[src/sv/assert_macros.svh]
// Assertion macros shared by the RTL modules
`ifndef ASSERT_MACROS_SVH
`define ASSERT_MACROS_SVH

// Property must hold at every clock edge outside reset
`define JSU_ASSERT(name, clk, rst_n, prop) \
    name: assert property (@(posedge clk) disable iff (!rst_n) prop) \
        else $error("assertion failed");

// Condition must never be true outside reset
`define JSU_NEVER(name, clk, rst_n, cond) \
    name: assert property (@(posedge clk) disable iff (!rst_n) !(cond)) \
        else $error("forbidden condition seen");

`endif

[src/sv/jsu_pkg.sv]
// Types, codes and UTF-8 helpers for the JSON string unescaper
`timescale 1ns / 1ps
`default_nettype none
package jsu_pkg;

    typedef enum logic [2:0] {
        M_IDLE,
        M_BODY,
        M_ESC,
        M_HEX,
        M_HIGH,
        M_HIGH_BS,
        M_LOW_HEX
    } t_mode;

    localparam logic [2:0] ST_BYTE       = 3'd0;
    localparam logic [2:0] ST_END        = 3'd1;
    localparam logic [2:0] ST_NO_QUOTE   = 3'd2;
    localparam logic [2:0] ST_UNTERM_STR = 3'd3;
    localparam logic [2:0] ST_UNTERM_ESC = 3'd4;
    localparam logic [2:0] ST_TRUNC_HEX  = 3'd5;
    localparam logic [2:0] ST_BAD_HEX    = 3'd6;
    localparam logic [2:0] ST_BAD_ESC    = 3'd7;

    localparam logic [7:0] CH_QUOTE  = 8'h22;
    localparam logic [7:0] CH_BSLASH = 8'h5C;
    localparam logic [7:0] CH_SLASH  = 8'h2F;
    localparam logic [7:0] CH_LC_B   = 8'h62;
    localparam logic [7:0] CH_LC_F   = 8'h66;
    localparam logic [7:0] CH_LC_N   = 8'h6E;
    localparam logic [7:0] CH_LC_R   = 8'h72;
    localparam logic [7:0] CH_LC_T   = 8'h74;
    localparam logic [7:0] CH_LC_U   = 8'h75;
    localparam logic [7:0] CH_BS     = 8'h08;
    localparam logic [7:0] CH_FF     = 8'h0C;
    localparam logic [7:0] CH_LF     = 8'h0A;
    localparam logic [7:0] CH_CR     = 8'h0D;
    localparam logic [7:0] CH_TAB    = 8'h09;

    localparam int          MAX_RES  = 6;
    localparam logic [2:0]  FLUSH_N  = 3'd3;
    localparam logic [5:0]  SURR_TAG = 6'b110110;

    // Up to four result items from one decoding step
    typedef struct packed {
        logic [2:0]      cnt;
        logic [3:0][7:0] data;
        logic [3:0][2:0] stat;
    } t_seg;

    // All result items of one transaction
    typedef struct packed {
        logic [2:0]              cnt;
        logic [MAX_RES-1:0][7:0] data;
        logic [MAX_RES-1:0][2:0] stat;
    } t_bundle;

    function automatic t_seg stat_seg(input logic [2:0] st);
        t_seg s;
        s         = '0;
        s.cnt     = 3'd1;
        s.stat[0] = st;
        return s;
    endfunction

    function automatic t_seg byte_seg(input logic [7:0] b);
        t_seg s;
        s         = '0;
        s.cnt     = 3'd1;
        s.data[0] = b;
        s.stat[0] = ST_BYTE;
        return s;
    endfunction

    function automatic t_seg utf8_seg(input logic [20:0] cp);
        t_seg s;
        s = '0;
        if (cp < 21'h80) begin
            s.cnt     = 3'd1;
            s.data[0] = {1'b0, cp[6:0]};
        end else if (cp < 21'h800) begin
            s.cnt     = 3'd2;
            s.data[0] = {3'b110, cp[10:6]};
            s.data[1] = {2'b10, cp[5:0]};
        end else if (cp < 21'h10000) begin
            s.cnt     = 3'd3;
            s.data[0] = {4'b1110, cp[15:12]};
            s.data[1] = {2'b10, cp[11:6]};
            s.data[2] = {2'b10, cp[5:0]};
        end else begin
            s.cnt     = 3'd4;
            s.data[0] = {5'b11110, cp[20:18]};
            s.data[1] = {2'b10, cp[17:12]};
            s.data[2] = {2'b10, cp[11:6]};
            s.data[3] = {2'b10, cp[5:0]};
        end
        return s;
    endfunction

    // Returns {valid, value}
    function automatic logic [4:0] hex_digit(input logic [7:0] c);
        logic [7:0] t;
        logic       ok;
        t  = 8'h00;
        ok = 1'b0;
        if (c inside {[8'h30:8'h39]}) begin
            t  = c - 8'h30;
            ok = 1'b1;
        end else if (c inside {[8'h61:8'h66]}) begin
            t  = c - 8'h57;
            ok = 1'b1;
        end else if (c inside {[8'h41:8'h46]}) begin
            t  = c - 8'h37;
            ok = 1'b1;
        end
        return {ok, t[3:0]};
    endfunction

endpackage
`default_nettype wire

[src/sv/json_string_unescape_utf8.sv]
// Top level of the JSON string unescaper with UTF-8 output
// A byte held in the input register is decoded combinationally and loaded into the result buffer
// once that buffer is free; its first result is offered from then on.
// Throughput: one byte per cycle while each byte yields at most one result and the output is not
// stalled; a byte with n results holds the result buffer until all n have gone out (up to six for a broken pair).
// Reset: synchronous, active low; scanner returns to waiting for an opening quote
// and both register stages empty.
`timescale 1ns / 1ps
`default_nettype none
module json_string_unescape_utf8 (
    input  wire logic       i_clk,
    input  wire logic       i_rst_n,
    input  wire logic       i_in_valid,
    output logic            o_in_ready,
    input  wire logic       i_req_type,
    input  wire logic [7:0] i_in_byte,
    output logic            o_out_valid,
    input  wire logic       i_out_ready,
    output logic [7:0]      o_out_byte,
    output logic [2:0]      o_status,
    output logic            o_last
);

    logic             w_take;
    logic             w_load;
    logic             w_em_free;
    logic             w_valid;
    logic             w_req_type;
    logic [7:0]       w_byte;
    jsu_pkg::t_bundle w_bundle;

    jsu_in_stage u_in (
        .i_clk      (i_clk),
        .i_rst_n    (i_rst_n),
        .i_in_valid (i_in_valid),
        .i_req_type (i_req_type),
        .i_in_byte  (i_in_byte),
        .i_take     (w_take),
        .o_in_ready (o_in_ready),
        .o_valid    (w_valid),
        .o_req_type (w_req_type),
        .o_byte     (w_byte)
    );

    jsu_decode u_dec (
        .i_clk      (i_clk),
        .i_rst_n    (i_rst_n),
        .i_valid    (w_valid),
        .i_req_type (w_req_type),
        .i_byte     (w_byte),
        .i_em_free  (w_em_free),
        .o_take     (w_take),
        .o_load     (w_load),
        .o_bundle   (w_bundle)
    );

    jsu_emit u_emit (
        .i_clk       (i_clk),
        .i_rst_n     (i_rst_n),
        .i_load      (w_load),
        .i_bundle    (w_bundle),
        .i_out_ready (i_out_ready),
        .o_em_free   (w_em_free),
        .o_out_valid (o_out_valid),
        .o_out_byte  (o_out_byte),
        .o_status    (o_status),
        .o_last      (o_last)
    );

endmodule
`default_nettype wire

[src/sv/jsu_in_stage.sv]
// Input register stage: holds one accepted transaction until the decoder takes it
`timescale 1ns / 1ps
`default_nettype none
module jsu_in_stage (
    input  wire logic       i_clk,
    input  wire logic       i_rst_n,
    input  wire logic       i_in_valid,
    input  wire logic       i_req_type,
    input  wire logic [7:0] i_in_byte,
    input  wire logic       i_take,
    output logic            o_in_ready,
    output logic            o_valid,
    output logic            o_req_type,
    output logic [7:0]      o_byte
);

    logic       r_valid;
    logic       n_valid;
    logic       r_req_type;
    logic [7:0] r_byte;
    logic       w_acc;

    assign o_in_ready = !r_valid || i_take;
    assign w_acc      = i_in_valid && o_in_ready;

    always_comb begin
        n_valid = r_valid;
        if (w_acc) begin
            n_valid = 1'b1;
        end else if (i_take) begin
            n_valid = 1'b0;
        end
    end

    always_ff @(posedge i_clk) begin
        if (!i_rst_n) begin
            r_valid <= 1'b0;
        end else begin
            r_valid <= n_valid;
        end
    end

    always_ff @(posedge i_clk) begin
        if (w_acc) begin
            r_req_type <= i_req_type;
            r_byte     <= i_in_byte;
        end
    end

    assign o_valid    = r_valid;
    assign o_req_type = r_req_type;
    assign o_byte     = r_byte;

endmodule
`default_nettype wire

[src/sv/jsu_decode.sv]
// Scanner state and decoding of one byte into its list of result items
`timescale 1ns / 1ps
`default_nettype none
`include "assert_macros.svh"
module jsu_decode (
    input  wire logic       i_clk,
    input  wire logic       i_rst_n,
    input  wire logic       i_valid,
    input  wire logic       i_req_type,
    input  wire logic [7:0] i_byte,
    input  wire logic       i_em_free,
    output logic            o_take,
    output logic            o_load,
    output jsu_pkg::t_bundle o_bundle
);

    jsu_pkg::t_mode r_mode;
    jsu_pkg::t_mode n_mode;
    logic [15:0]    r_hex;
    logic [15:0]    n_hex;
    logic [1:0]     r_dcnt;
    logic [1:0]     n_dcnt;
    logic [9:0]     r_ph;
    logic [9:0]     n_ph;

    logic           w_eoi;
    logic [7:0]     w_c;
    logic           w_flush;
    jsu_pkg::t_seg  w_seg;
    jsu_pkg::t_seg  w_flush_seg;

    jsu_pkg::t_seg  w_body_seg;
    jsu_pkg::t_mode w_body_mode;
    jsu_pkg::t_seg  w_esc_seg;
    jsu_pkg::t_mode w_esc_mode;

    logic [4:0]     w_hx;
    logic [15:0]    w_new_hex;
    logic           w_is_low;
    logic           w_is_high;
    logic [20:0]    w_pair_cp;
    logic           w_low_phase;

    assign w_eoi = i_req_type;
    assign w_c   = i_byte;

    // body byte
    always_comb begin
        w_body_seg  = '0;
        w_body_mode = jsu_pkg::M_BODY;
        if (w_c == jsu_pkg::CH_QUOTE) begin
            w_body_seg  = jsu_pkg::stat_seg(jsu_pkg::ST_END);
            w_body_mode = jsu_pkg::M_IDLE;
        end else if (w_c == jsu_pkg::CH_BSLASH) begin
            w_body_mode = jsu_pkg::M_ESC;
        end else begin
            w_body_seg = jsu_pkg::byte_seg(w_c);
        end
    end

    // escape letter; the 'u' case is handled by the caller
    always_comb begin
        w_esc_seg  = '0;
        w_esc_mode = jsu_pkg::M_BODY;
        case (w_c)
            jsu_pkg::CH_QUOTE:  w_esc_seg = jsu_pkg::byte_seg(jsu_pkg::CH_QUOTE);
            jsu_pkg::CH_BSLASH: w_esc_seg = jsu_pkg::byte_seg(jsu_pkg::CH_BSLASH);
            jsu_pkg::CH_SLASH:  w_esc_seg = jsu_pkg::byte_seg(jsu_pkg::CH_SLASH);
            jsu_pkg::CH_LC_B:   w_esc_seg = jsu_pkg::byte_seg(jsu_pkg::CH_BS);
            jsu_pkg::CH_LC_F:   w_esc_seg = jsu_pkg::byte_seg(jsu_pkg::CH_FF);
            jsu_pkg::CH_LC_N:   w_esc_seg = jsu_pkg::byte_seg(jsu_pkg::CH_LF);
            jsu_pkg::CH_LC_R:   w_esc_seg = jsu_pkg::byte_seg(jsu_pkg::CH_CR);
            jsu_pkg::CH_LC_T:   w_esc_seg = jsu_pkg::byte_seg(jsu_pkg::CH_TAB);
            jsu_pkg::CH_LC_U:   w_esc_mode = jsu_pkg::M_HEX;
            default: begin
                w_esc_seg  = jsu_pkg::stat_seg(jsu_pkg::ST_BAD_ESC);
                w_esc_mode = jsu_pkg::M_IDLE;
            end
        endcase
    end

    // hex digit step
    assign w_hx        = jsu_pkg::hex_digit(w_c);
    assign w_new_hex   = {r_hex[11:0], w_hx[3:0]};
    assign w_is_low    = (w_new_hex >= 16'hDC00) && (w_new_hex <= 16'hDFFF);
    assign w_is_high   = (w_new_hex >= 16'hD800) && (w_new_hex <= 16'hDBFF);
    assign w_pair_cp   = 21'h10000 + {1'b0, r_ph, w_new_hex[9:0]};
    assign w_low_phase = (r_mode == jsu_pkg::M_LOW_HEX);
    assign w_flush_seg = jsu_pkg::utf8_seg({5'd0, jsu_pkg::SURR_TAG, r_ph});

    always_comb begin
        n_mode  = r_mode;
        n_hex   = r_hex;
        n_dcnt  = r_dcnt;
        n_ph    = r_ph;
        w_flush = 1'b0;
        w_seg   = '0;
        case (r_mode)
            jsu_pkg::M_IDLE: begin
                if (!w_eoi && w_c == jsu_pkg::CH_QUOTE) begin
                    n_mode = jsu_pkg::M_BODY;
                end else begin
                    w_seg = jsu_pkg::stat_seg(jsu_pkg::ST_NO_QUOTE);
                end
            end
            jsu_pkg::M_BODY: begin
                if (w_eoi) begin
                    w_seg  = jsu_pkg::stat_seg(jsu_pkg::ST_UNTERM_STR);
                    n_mode = jsu_pkg::M_IDLE;
                end else begin
                    w_seg  = w_body_seg;
                    n_mode = w_body_mode;
                end
            end
            jsu_pkg::M_ESC: begin
                if (w_eoi) begin
                    w_seg  = jsu_pkg::stat_seg(jsu_pkg::ST_UNTERM_ESC);
                    n_mode = jsu_pkg::M_IDLE;
                end else begin
                    w_seg  = w_esc_seg;
                    n_mode = w_esc_mode;
                    if (w_c == jsu_pkg::CH_LC_U) begin
                        n_hex  = '0;
                        n_dcnt = '0;
                    end
                end
            end
            jsu_pkg::M_HIGH: begin
                if (!w_eoi && w_c == jsu_pkg::CH_BSLASH) begin
                    n_mode = jsu_pkg::M_HIGH_BS;
                end else begin
                    w_flush = 1'b1;
                    if (w_eoi) begin
                        w_seg  = jsu_pkg::stat_seg(jsu_pkg::ST_UNTERM_STR);
                        n_mode = jsu_pkg::M_IDLE;
                    end else begin
                        w_seg  = w_body_seg;
                        n_mode = w_body_mode;
                    end
                end
            end
            jsu_pkg::M_HIGH_BS: begin
                if (!w_eoi && w_c == jsu_pkg::CH_LC_U) begin
                    n_hex  = '0;
                    n_dcnt = '0;
                    n_mode = jsu_pkg::M_LOW_HEX;
                end else begin
                    w_flush = 1'b1;
                    if (w_eoi) begin
                        w_seg  = jsu_pkg::stat_seg(jsu_pkg::ST_UNTERM_ESC);
                        n_mode = jsu_pkg::M_IDLE;
                    end else begin
                        w_seg  = w_esc_seg;
                        n_mode = w_esc_mode;
                    end
                end
            end
            jsu_pkg::M_HEX, jsu_pkg::M_LOW_HEX: begin
                if (w_eoi) begin
                    w_seg  = jsu_pkg::stat_seg(jsu_pkg::ST_TRUNC_HEX);
                    n_mode = jsu_pkg::M_IDLE;
                end else if (!w_hx[4]) begin
                    w_seg  = jsu_pkg::stat_seg(jsu_pkg::ST_BAD_HEX);
                    n_mode = jsu_pkg::M_IDLE;
                end else begin
                    n_hex = w_new_hex;
                    if (r_dcnt != 2'd3) begin
                        n_dcnt = r_dcnt + 2'd1;
                    end else begin
                        n_dcnt = '0;
                        if (w_low_phase && w_is_low) begin
                            w_seg  = jsu_pkg::utf8_seg(w_pair_cp);
                            n_mode = jsu_pkg::M_BODY;
                        end else begin
                            // unpaired high goes out first as three bytes
                            w_flush = w_low_phase;
                            if (w_is_high) begin
                                n_ph   = w_new_hex[9:0];
                                n_mode = jsu_pkg::M_HIGH;
                            end else begin
                                w_seg  = jsu_pkg::utf8_seg({5'd0, w_new_hex});
                                n_mode = jsu_pkg::M_BODY;
                            end
                        end
                    end
                end
            end
            default: n_mode = jsu_pkg::M_IDLE;
        endcase
    end

    // join the flushed surrogate and the step's own items
    always_comb begin
        o_bundle = '0;
        if (w_flush) begin
            o_bundle.cnt = jsu_pkg::FLUSH_N + w_seg.cnt;
            for (int k = 0; k < 3; k++) begin
                o_bundle.data[k]   = w_flush_seg.data[k];
                o_bundle.stat[k]   = w_flush_seg.stat[k];
                o_bundle.data[k+3] = w_seg.data[k];
                o_bundle.stat[k+3] = w_seg.stat[k];
            end
        end else begin
            o_bundle.cnt = w_seg.cnt;
            for (int k = 0; k < 4; k++) begin
                o_bundle.data[k] = w_seg.data[k];
                o_bundle.stat[k] = w_seg.stat[k];
            end
        end
    end

    assign o_take = i_valid && (o_bundle.cnt == 3'd0 || i_em_free);
    assign o_load = o_take && (o_bundle.cnt != 3'd0);

    always_ff @(posedge i_clk) begin
        if (!i_rst_n) begin
            r_mode <= jsu_pkg::M_IDLE;
            r_hex  <= '0;
            r_dcnt <= '0;
            r_ph   <= '0;
        end else if (o_take) begin
            r_mode <= n_mode;
            r_hex  <= n_hex;
            r_dcnt <= n_dcnt;
            r_ph   <= n_ph;
        end
    end

    `JSU_NEVER(a_bundle_max, i_clk, i_rst_n, o_bundle.cnt > 3'd6)
    `JSU_ASSERT(a_quote_opens, i_clk, i_rst_n, (o_take && r_mode == jsu_pkg::M_IDLE && o_bundle.cnt == 3'd0) |=> (r_mode == jsu_pkg::M_BODY))

endmodule
`default_nettype wire

[src/sv/jsu_emit.sv]
// Result buffer: holds one transaction's items and hands them out one per cycle while the output is ready
`timescale 1ns / 1ps
`default_nettype none
`include "assert_macros.svh"
module jsu_emit (
    input  wire logic             i_clk,
    input  wire logic             i_rst_n,
    input  wire logic             i_load,
    input  wire jsu_pkg::t_bundle i_bundle,
    input  wire logic             i_out_ready,
    output logic                  o_em_free,
    output logic                  o_out_valid,
    output logic [7:0]            o_out_byte,
    output logic [2:0]            o_status,
    output logic                  o_last
);

    logic [2:0]                       r_cnt;
    logic [2:0]                       n_cnt;
    logic [jsu_pkg::MAX_RES-1:0][7:0] r_data;
    logic [jsu_pkg::MAX_RES-1:0][7:0] n_data;
    logic [jsu_pkg::MAX_RES-1:0][2:0] r_stat;
    logic [jsu_pkg::MAX_RES-1:0][2:0] n_stat;
    logic                             w_pop;

    assign o_out_valid = (r_cnt != 3'd0);
    assign w_pop       = o_out_valid && i_out_ready;
    assign o_em_free   = (r_cnt == 3'd0) || (r_cnt == 3'd1 && i_out_ready);

    always_comb begin
        n_cnt  = r_cnt;
        n_data = r_data;
        n_stat = r_stat;
        if (i_load) begin
            n_cnt  = i_bundle.cnt;
            n_data = i_bundle.data;
            n_stat = i_bundle.stat;
        end else if (w_pop) begin
            // advance the queue by one item
            n_cnt = r_cnt - 3'd1;
            for (int k = 0; k < jsu_pkg::MAX_RES - 1; k++) begin
                n_data[k] = r_data[k+1];
                n_stat[k] = r_stat[k+1];
            end
        end
    end

    always_ff @(posedge i_clk) begin
        if (!i_rst_n) begin
            r_cnt <= '0;
        end else begin
            r_cnt <= n_cnt;
        end
    end

    always_ff @(posedge i_clk) begin
        r_data <= n_data;
        r_stat <= n_stat;
    end

    assign o_out_byte = r_data[0];
    assign o_status   = r_stat[0];
    assign o_last     = (r_cnt == 3'd1);

    `JSU_NEVER(a_cnt_max, i_clk, i_rst_n, r_cnt > 3'd6)
    `JSU_NEVER(a_load_busy, i_clk, i_rst_n, i_load && !o_em_free)
    `JSU_ASSERT(a_pop_step, i_clk, i_rst_n, (w_pop && !i_load && r_cnt > 3'd1) |=> ((r_cnt + 3'd1) == $past(r_cnt)))

endmodule
`default_nettype wire

[config.mk]
export PLATFORM = sky130hd
export DESIGN_NAME = json_string_unescape_utf8
export DESIGN_NICKNAME = d
export VERILOG_FILES = /design/src/sv/jsu_pkg.sv /design/src/sv/json_string_unescape_utf8.sv /design/src/sv/jsu_in_stage.sv /design/src/sv/jsu_decode.sv /design/src/sv/jsu_emit.sv
export VERILOG_INCLUDE_DIRS = /design/src /design/src/sv
export SDC_FILE = /design/constraint.sdc
export NUM_CORES = 1
export LEC_CHECK = 0
export BUFFER_PORTS_ARGS = -buffer_cell sky130_fd_sc_hd__clkbuf_2
export CAP_MARGIN = 10
export CORE_MARGIN = 1.5
export CORE_UTILIZATION = 57
export DETAILED_ROUTE_END_ITERATION = 12
export GPL_TIMING_DRIVEN = 0
export PLACE_DENSITY_LB_ADDON = 0.25
export SYNTH_ARGS = -nofsm -noshare
export SYNTH_HDL_FRONTEND = slang
export SYNTH_SLANG_ARGS = --single-unit
[constraint.sdc]
create_clock -name i_clk -period 6.6 [get_ports i_clk]
set_clock_uncertainty 0.1 [all_clocks]
set_input_delay 1.32 -clock i_clk [delete_from_list [all_inputs] [get_ports i_clk]]
set_output_delay 1.32 -clock i_clk [all_outputs]
set_load 0.01 [all_outputs]
==> flow_summary_export.csv, run 1 <==
group,metric,value,unit
routing,vias,5680,
timing,slew_viol_final,0,
grt,use_met2,54.2,%
worst_setup_path,critical_path.top_delay_family,"compound AO/OA/AOI/OAI gates",
status,status,"complete, no violations",
grt,grt_max_degree,39,
routing,wirelength,18200,um
routing,dr.pass1.iters,9,
worst_setup_path,worstSetupStartpointType,"flop",
worst_setup_path,cp_cell_sequence,"inv_1 > ha_1 > o21bai_1 > a2111oi_2 > a21oi_2 > a211oi_2 > o211ai_1 > nor2_1 > ha_1 > o2111ai_2 > nand2_1 > a21oi_1 > inv_1 > clkbuf_2",
floorplan,die_y,107,um
finish,fillers,935,
routing,antenna_left,0,
finish,multi_input_area,3100,sq um
routing,vias_per_cell,6.60,
worst_setup_path,criticalPathCategory,"flop to output port",
finish,final_common_cell,"nand2_1",
floorplan,rows,37,
timing,fmax,181,MHz
synth,synth_top_area_cell,"edfxtp_1",
timing,setup_viol,0,
grt,overflow,0,
floorplan,ios,27,
timing,rsz0062_at_grt,"false",
routing,drc_errors,0,
floorplan,core,10400,sq um
grt,met3_usage,5.17,%
clock_network,htree_levels,3,
hold_path,min_from,"u_dec.r_dcnt[0]$_SDFFE_PN0P_",
finish,seq_area,2630,sq um
timing,worst_slew_pin_slew,1.27,ns
placement,dp_hpwl,13500,um
placement,globalplace.congestion,1.01,
placement,portBuffers,25,
grt,grt_pass1_vias,5457,
synth,synth_area_per_cell,8.97,sq um
synth,synth_top_area_share,32.9,%
worst_setup_path,cp-startpoint,"u_in.o_byte[0]$_DFFE_PP_",
synth,synth_flop_cell,"edfxtp_1",
timing,fin_setup_tns,0,ns
grt,antenna_found_initial,0,
timing,min_period_over_period,83.8,%
clock_network,clk_path_buf_depth,2,
worst_setup_path,worst-path-buf-inv,3,
clock_network,cts_buffers,9,
routing,avgRoutedWirePerCell,21.1,um
worst_setup_path,endpoint_kind,"output port",
clock_network,clock-root-buffer,"clkbuf_8",
grt,grt_usage,33.2,%
synth,synth-seq-cells,98,
worst_setup_path,slowest_delay,0.79,ns
synth,synth_warnings,0,
synth,netlist_top_cells_area,"edfxtp_1 33%, dfxtp_1 10%, nand2_1 5.2%",
hold_path,hold_class,"flop to flop",
worst_setup_path,crit_slowest_cell,"a2111oi_2",
timing,final-hold-violation-count,0,
floorplan,dieArea,11400,sq um
floorplan,die_x,107,um
finish,drive_above_1_share,13.3,%
synth,synth_area,6120,sq um
finish,final_cell_mix,"83 x nand2_1, 72 x nor2_1, 67 x edfxtp_1, 46 x a21oi_1, 40 x nand3_1",
power_and_ir_drop,ir_drop,0.322,mV
synth,synth_edf_count,67,
clock_network,worstSkewPairLatency,0.40,ns
clock_network,clock_sinks,98,
finish,finalCoreUtilization,64.1,%
synth,synth_cell_types,80,
worst_setup_path,r2r-start,"u_in.o_byte[0]$_DFFE_PP_",
worst_setup_path,crit_arrival,4.11,ns
clock_network,cts_tree,"built",
grt,grt_first_pass_wirelength,28900,um
clock_network,cts_hold_buf,0,
job,maxCapViolCount,0,
synth,synth_nets,705,
clock_network,cts_resized,0,
power_and_ir_drop,leakagePower,2.41,nW
power_and_ir_drop,power_density,365,nW/um^2
grt,met1_usage,44.1,%
floorplan,initial_utilization,59.0,%
worst_setup_path,critPathMaxFanout,7,
synth,synthArstFlopShare,0,%
timing,max-slew-margin-rel,13.2,%
timing,period_needed,5.53,ns
grt,top_usage_layer,"met2",
routing,drt-initial-drc-count,632,
synth,seq_area_frac_synth,43.0,%
finish,syn_to_final_growth,8.59,%
clock_network,post_cts_buffers,0,
worst_setup_path,crit_required,5.18,ns
clock_network,clkTransAtPathRegs,0.10,ns
finish,antennaDiodeCount,0,
finish,layout.nets,742,
synth,synthCells,682,
[final timing paths]
| check | depth (start not counted) | endpoint | slack [ns] |
|---|---|---|---|
| worst max-delay path | 14 | o_in_ready | 1.07 |
| worst min-delay path | 2 | u_dec.r_dcnt[0]$_SDFFE_PN0P_ | 0.39 |
| worst max register to register | 15 | u_emit.r_data[8]$_DFFE_PP_ | 1.91 |
| worst min register to register | 2 | u_dec.r_dcnt[0]$_SDFFE_PN0P_ | 0.39 |
[power breakdown]
| group | switching, W | internal, W |
|---|---|---|
| clock | 0.000243 | 0.000182 |
| sequential | 0.0000743 | 0.000966 |
| combinational | 0.000622 | 0.000336 |
| total | 0.000939 | 0.00148 |
[sequential cells by signal, indices dropped and copies added (netlist names)]
register,flops
u_dec.r_dcnt,2
u_in.o_byte,8
u_emit.r_cnt,3
u_emit.r_data,38
u_emit.o_out_byte,8
u_emit.o_status,3
u_dec.r_hex,12
u_emit.r_stat,9
u_in.o_valid,1
u_in.o_req_type,1
u_dec.r_mode,3
u_dec.r_ph,10
[cells by family (layout without fill, tap and decap cells)]
| logic type | after synthesis | in the layout | synth area share (%) |
|---|---|---|---|
| compound gates | 196 | 196 | 23.0 |
| xor+xnor | 6 | 6 | 0.859 |
| fa+ha+maj | 10 | 10 | 2.05 |
| buf+inv | 74 | 116 | 6.28 |
| flops | 98 | 98 | 43.0 |
| mux | 16 | 16 | 2.64 |
| simple gates | 282 | 282 | 22.2 |
[synthesized netlist by cell type, types with 7 or more instances]
| cell | count |
|---|---|
| nand2_1 | 84 |
| nor2_1 | 72 |
| edfxtp_1 | 67 |
| a21oi_1 | 46 |
| nand3_1 | 40 |
| o21ai_0 | 32 |
| dfxtp_1 | 31 |
| clkbuf_1 | 25 |
| nor3_1 | 22 |
| inv_1 | 19 |
| mux2i_1 | 15 |
| o21ai_1 | 13 |
| and2_1 | 12 |
| buf_4 | 11 |
| a211oi_1 | 10 |
| a31oi_1 | 10 |
| buf_2 | 10 |
| ha_1 | 10 |
| a221oi_1 | 9 |
| nor4_1 | 8 |
| buf_6 | 7 |
[final cells by class]
| class | instances | area share [%] |
|---|---|---|
| clock buffer | 9 | 1.86 |
| multi-input combinational | 510 | 46.7 |
| timing repair buffer | 26 | 2.18 |
| clock inverter | 7 | 1.26 |
| inverter | 19 | 1.07 |
| sequential | 98 | 39.6 |
| tap | 136 | 2.56 |
| buffer | 55 | 4.71 |
[worst min-delay path, cell delays in order (launching register included)]
cell     delay, ns
dfxtp_1       0.34
nand2_1       0.06
mux2i_1       0.06
[metrics by stage]
step | std cells | total power [W] | hold WS (ns) | setup slack [ns] | area [sq um]
6_report | 860 | 0.00242 | 0.390 | 1.07 | 6640
5_1_grt | 860 | 0.00255 | 0.446 | 0.811 | 6640
4_1_cts | 860 | 0.00241 | 0.395 | 1.09 | 6640
3_5_place_dp | 844 | 0.00199 | 0.382 | 1.52 | 6430
3_3_place_gp | 843 | 0.00193 | 0.350 | 0.992 | 6410
2_1_floorplan | 682 | 0.00169 | 0.342 | 1.97 | 6120
[layer usage]
layer  part of all wire [%]  wire length [um]
met5                      0                 0
met4                    3.3               605
met3                    8.3              1510
met2                     47              8620
met1                     41              7430
(Power assumes the default switching activity.)
==> run 2: changes to the inputs <==
- ABC_AREA: not set -> 1
- clock period: 6.6 -> 5.7 ns (I/O delays scaled with it)
==> flow_summary_export.csv, run 2 <==
group,metric,value,unit
status,status,"complete, no violations",
finish,drive_above_1_share,12.4,%
hold_path,min_path_cells,2,
floorplan,initial_utilization,58.1,%
grt,overflow,0,
hold_path,min_from,"u_emit.r_stat[9]$_SDFFCE_PN0P_",
clock_network,clk_path_buf_depth,2,
floorplan,core,10800,sq um
finish,antennaDiodeCount,0,
timing,rsz0062_at_grt,"false",
finish,final_cell_mix,"283 x nand2_1, 90 x inv_1, 82 x nor2_1, 67 x edfxtp_1, 63 x nand3_1",
finish,largest-register,"u_emit.r_data",
power_and_ir_drop,p_clk_share,17.7,%
synth,synth_most_common_cell,"nand2_1",
timing,fmax,208,MHz
timing,max-slew-margin-rel,37.6,%
grt,antenna_found_initial,0,
floorplan,die_y,108,um
finish,layout.nets,921,
grt,grt_first_pass_wirelength,28000,um
power_and_ir_drop,power.share.combinational,33.8,%
synth,synth_top_area_share,32.1,%
floorplan,rows,38,
routing,vias_per_cell,5.66,
clock_network,cts_tree,"built",
clock_network,worstSkewPairLatency,0.38,ns
placement,globalplace.congestion,0.983,
placement,pre_cts_ws,1.26,ns
timing,final-hold-violation-count,0,
worst_setup_path,r2r_slack,1.25,ns
routing,vias,5903,
synth,synthArstFlopShare,0,%
grt,grt_max_degree,33,
clock_network,post_cts_buffers,0,
clock_network,clock-root-buffer,"clkbuf_8",
finish,largest_register_ffs,38,
synth,synth-seq-cells,98,
job,maxCapViolCount,0,
grt,grt_usage,31.7,%
clock_network,clock_sinks,98,
timing,setup_viol,0,
synth,synth_common_cells,"284 x nand2_1, 90 x inv_1, 82 x nor2_1, 67 x edfxtp_1, 63 x nand3_1",
power_and_ir_drop,p_switching,0.000856,W
hold_path,hold_class,"flop to flop",
finish,reg_top3,"u_emit.r_data x38, u_dec.r_hex x12, u_dec.r_ph x10",
hold_path,hold_end,"u_emit.r_stat[6]$_SDFFCE_PP0P_",
worst_setup_path,r2r_cells,23,
power_and_ir_drop,leakagePower,3.07,nW
power_and_ir_drop,p_sw_share,35.8,%
routing,drt-initial-drc-count,717,
clock_network,clkTransAtPathRegs,0.10,ns
worst_setup_path,critPathMaxFanout,6,
worst_setup_path,crit_required,4.46,ns
worst_setup_path,endpoint_kind,"output port",
clock_network,cts_buffers,9,
worst_setup_path,worstSetupStartpointType,"flop",
timing,setup_ws,0.896,ns
synth,synth_warnings,0,
routing,wirelength,17600,um
worst_setup_path,crit_arrival,3.56,ns
routing,avgRoutedWirePerCell,16.9,um
timing,min_period_over_period,84.3,%
power_and_ir_drop,ir_drop,0.366,mV
timing,period_needed,4.80,ns
power_and_ir_drop,pwr-share-seq,48.5,%
clock_network,cts_resized,0,
routing,drc_errors,0,
finish,syn_to_final_growth,7.92,%
clock_network,cts_hold_buf,0,
floorplan,ios,27,
floorplan,die_x,108,um
synth,seq_area_frac_synth,42.0,%
synth,synth_area_per_cell,7.30,sq um
worst_setup_path,criticalPathCategory,"flop to output port",
synth,synth_nets,883,
finish,fillers,992,
placement,dpl_cell_area,6600,sq um
routing,dr.pass1.iters,5,
worst_setup_path,r2r-start,"u_in.o_byte[0]$_DFFE_PP_",
power_and_ir_drop,power_density,353,nW/um^2
finish,final_common_cell,"nand2_1",
synth,synth_area,6270,sq um
synth,synth_edf_count,67,
routing,antenna_left,0,
clock_network,htree_levels,3,
synth,synth_flop_cell,"edfxtp_1",
timing,worst_slew_pin_slew,0.937,ns
timing,fin_setup_tns,0,ns
placement,dp_hpwl,13400,um
placement,portBuffers,26,
synth,synthCells,860,
floorplan,dieArea,11600,sq um
grt,grt_pass1_vias,5349,
worst_setup_path,r2r-end,"u_emit.r_data[34]$_DFFE_PP_",
synth,synth_cell_types,42,
power_and_ir_drop,intPower,0.00154,W
finish,final_cell_area,6770,sq um
synth,netlist_top_cells_area,"edfxtp_1 32%, nand2_1 17%, dfxtp_1 9.9%",
timing,slew_viol_final,0,
synth,synth_top_area_cell,"edfxtp_1",
==> run 2: cell count changes in the layout (fill, tap and decap cells not counted), moves of 17 or more <==
cell | previous run | this run
a21oi_1 | 46 | 22
inv_1 | 19 | 90
nand2_1 | 83 | 283
nand3_1 | 40 | 63
nand4_1 | 3 | 24
o21ai_0 | 32 | 49
==> run 2: how the worst max path moves through the flow <==
stage                                        start                         endpoint  cells after the start
final                     u_in.o_byte[0]$_DFFE_PP_                       o_in_ready                     20
after floorplan           u_in.o_byte[0]$_DFFE_PP_   u_emit.o_out_byte[0]$_DFFE_PP_                     22
after global placement    u_in.o_byte[0]$_DFFE_PP_  u_emit.r_data[14]$_SDFFCE_PP0P_                     22
after global routing      u_in.o_byte[0]$_DFFE_PP_                       o_in_ready                     20
after CTS                 u_in.o_byte[0]$_DFFE_PP_                       o_in_ready                     20
after detailed placement  u_in.o_byte[0]$_DFFE_PP_  u_emit.r_data[22]$_SDFFCE_PP0P_                     23
==> run 2: cell type report <==
cell class              count  area (sq um)  area share (%)
plain buffers              40           249            3.68
clock buffers              11           131            1.94
clock inverters             5          37.5           0.554
inverters                 104           393            5.80
multi-input cells         618          3000            44.3
flip-flops and latches     98          2630            38.9
well taps                 140           175            2.59
repair buffers             27           150            2.22
==> run 2: power groups by stage <==
stage	clock network [W]	registers, W	logic [W]
2_1_floorplan	0	0.00116	0.000567
3_3_place_gp	0	0.00118	0.000747
3_5_place_dp	0	0.00118	0.000807
4_1_cts	0.000426	0.00116	0.000810
5_1_grt	0.000452	0.00118	0.000902
6_report	0.000425	0.00116	0.000808
==> run 2: per-stage QoR <==
stage	std cells	total power [W]	hold slack, ns	utilization (%)
3_5_place_dp	1027	0.00199	0.388	61.2
2_1_floorplan	860	0.00173	0.381	-
4_1_cts	1043	0.00240	0.412	62.7
6_report	1043	0.00239	0.411	62.7
3_3_place_gp	1026	0.00193	0.383	61.0
5_1_grt	1043	0.00254	0.427	62.7
==> run 2: logic make-up after synthesis <==
kind of cell,Yosys count,synth area share (%)
compound gates,111,10.2
xor+xnor,3,0.419
fa+ha+maj,10,1.99
buf+inv,144,10.2
flops,98,42.0
simple gates,494,35.2
==> run 2: worst max-delay path, cell delays in order (launching register included) <==
cell and delay [ns]:
edfxtp_1 0.50, inv_1 0.19, ha_1 0.27, nand2_1 0.09
nor2_2 0.13, nand2_1 0.17, o21ai_1 0.27, nand2_1 0.08
nor2_1 0.09, nand3_1 0.13, nor2_2 0.16, nand2_1 0.11
inv_1 0.07, ha_1 0.22, inv_1 0.05, nand2_1 0.04
nand2_1 0.11, nor2_2 0.06, nand3_4 0.12, nand3_1 0.15
clkbuf_2 0.17
==> run 2: metal layers <==
| metal | vias to the layer above | global-route usage [%] | routed length (um) |
|---|---|---|---|
| met3 | 55 | 3.75 | 1520 |
| met2 | 303 | 49.7 | 7850 |
| li1 | 2894 | - | - |
| met1 | 2651 | 44.7 | 7600 |
| met4 | 0 | 13.3 | 646 |
| met5 | - | 0 | 0 |
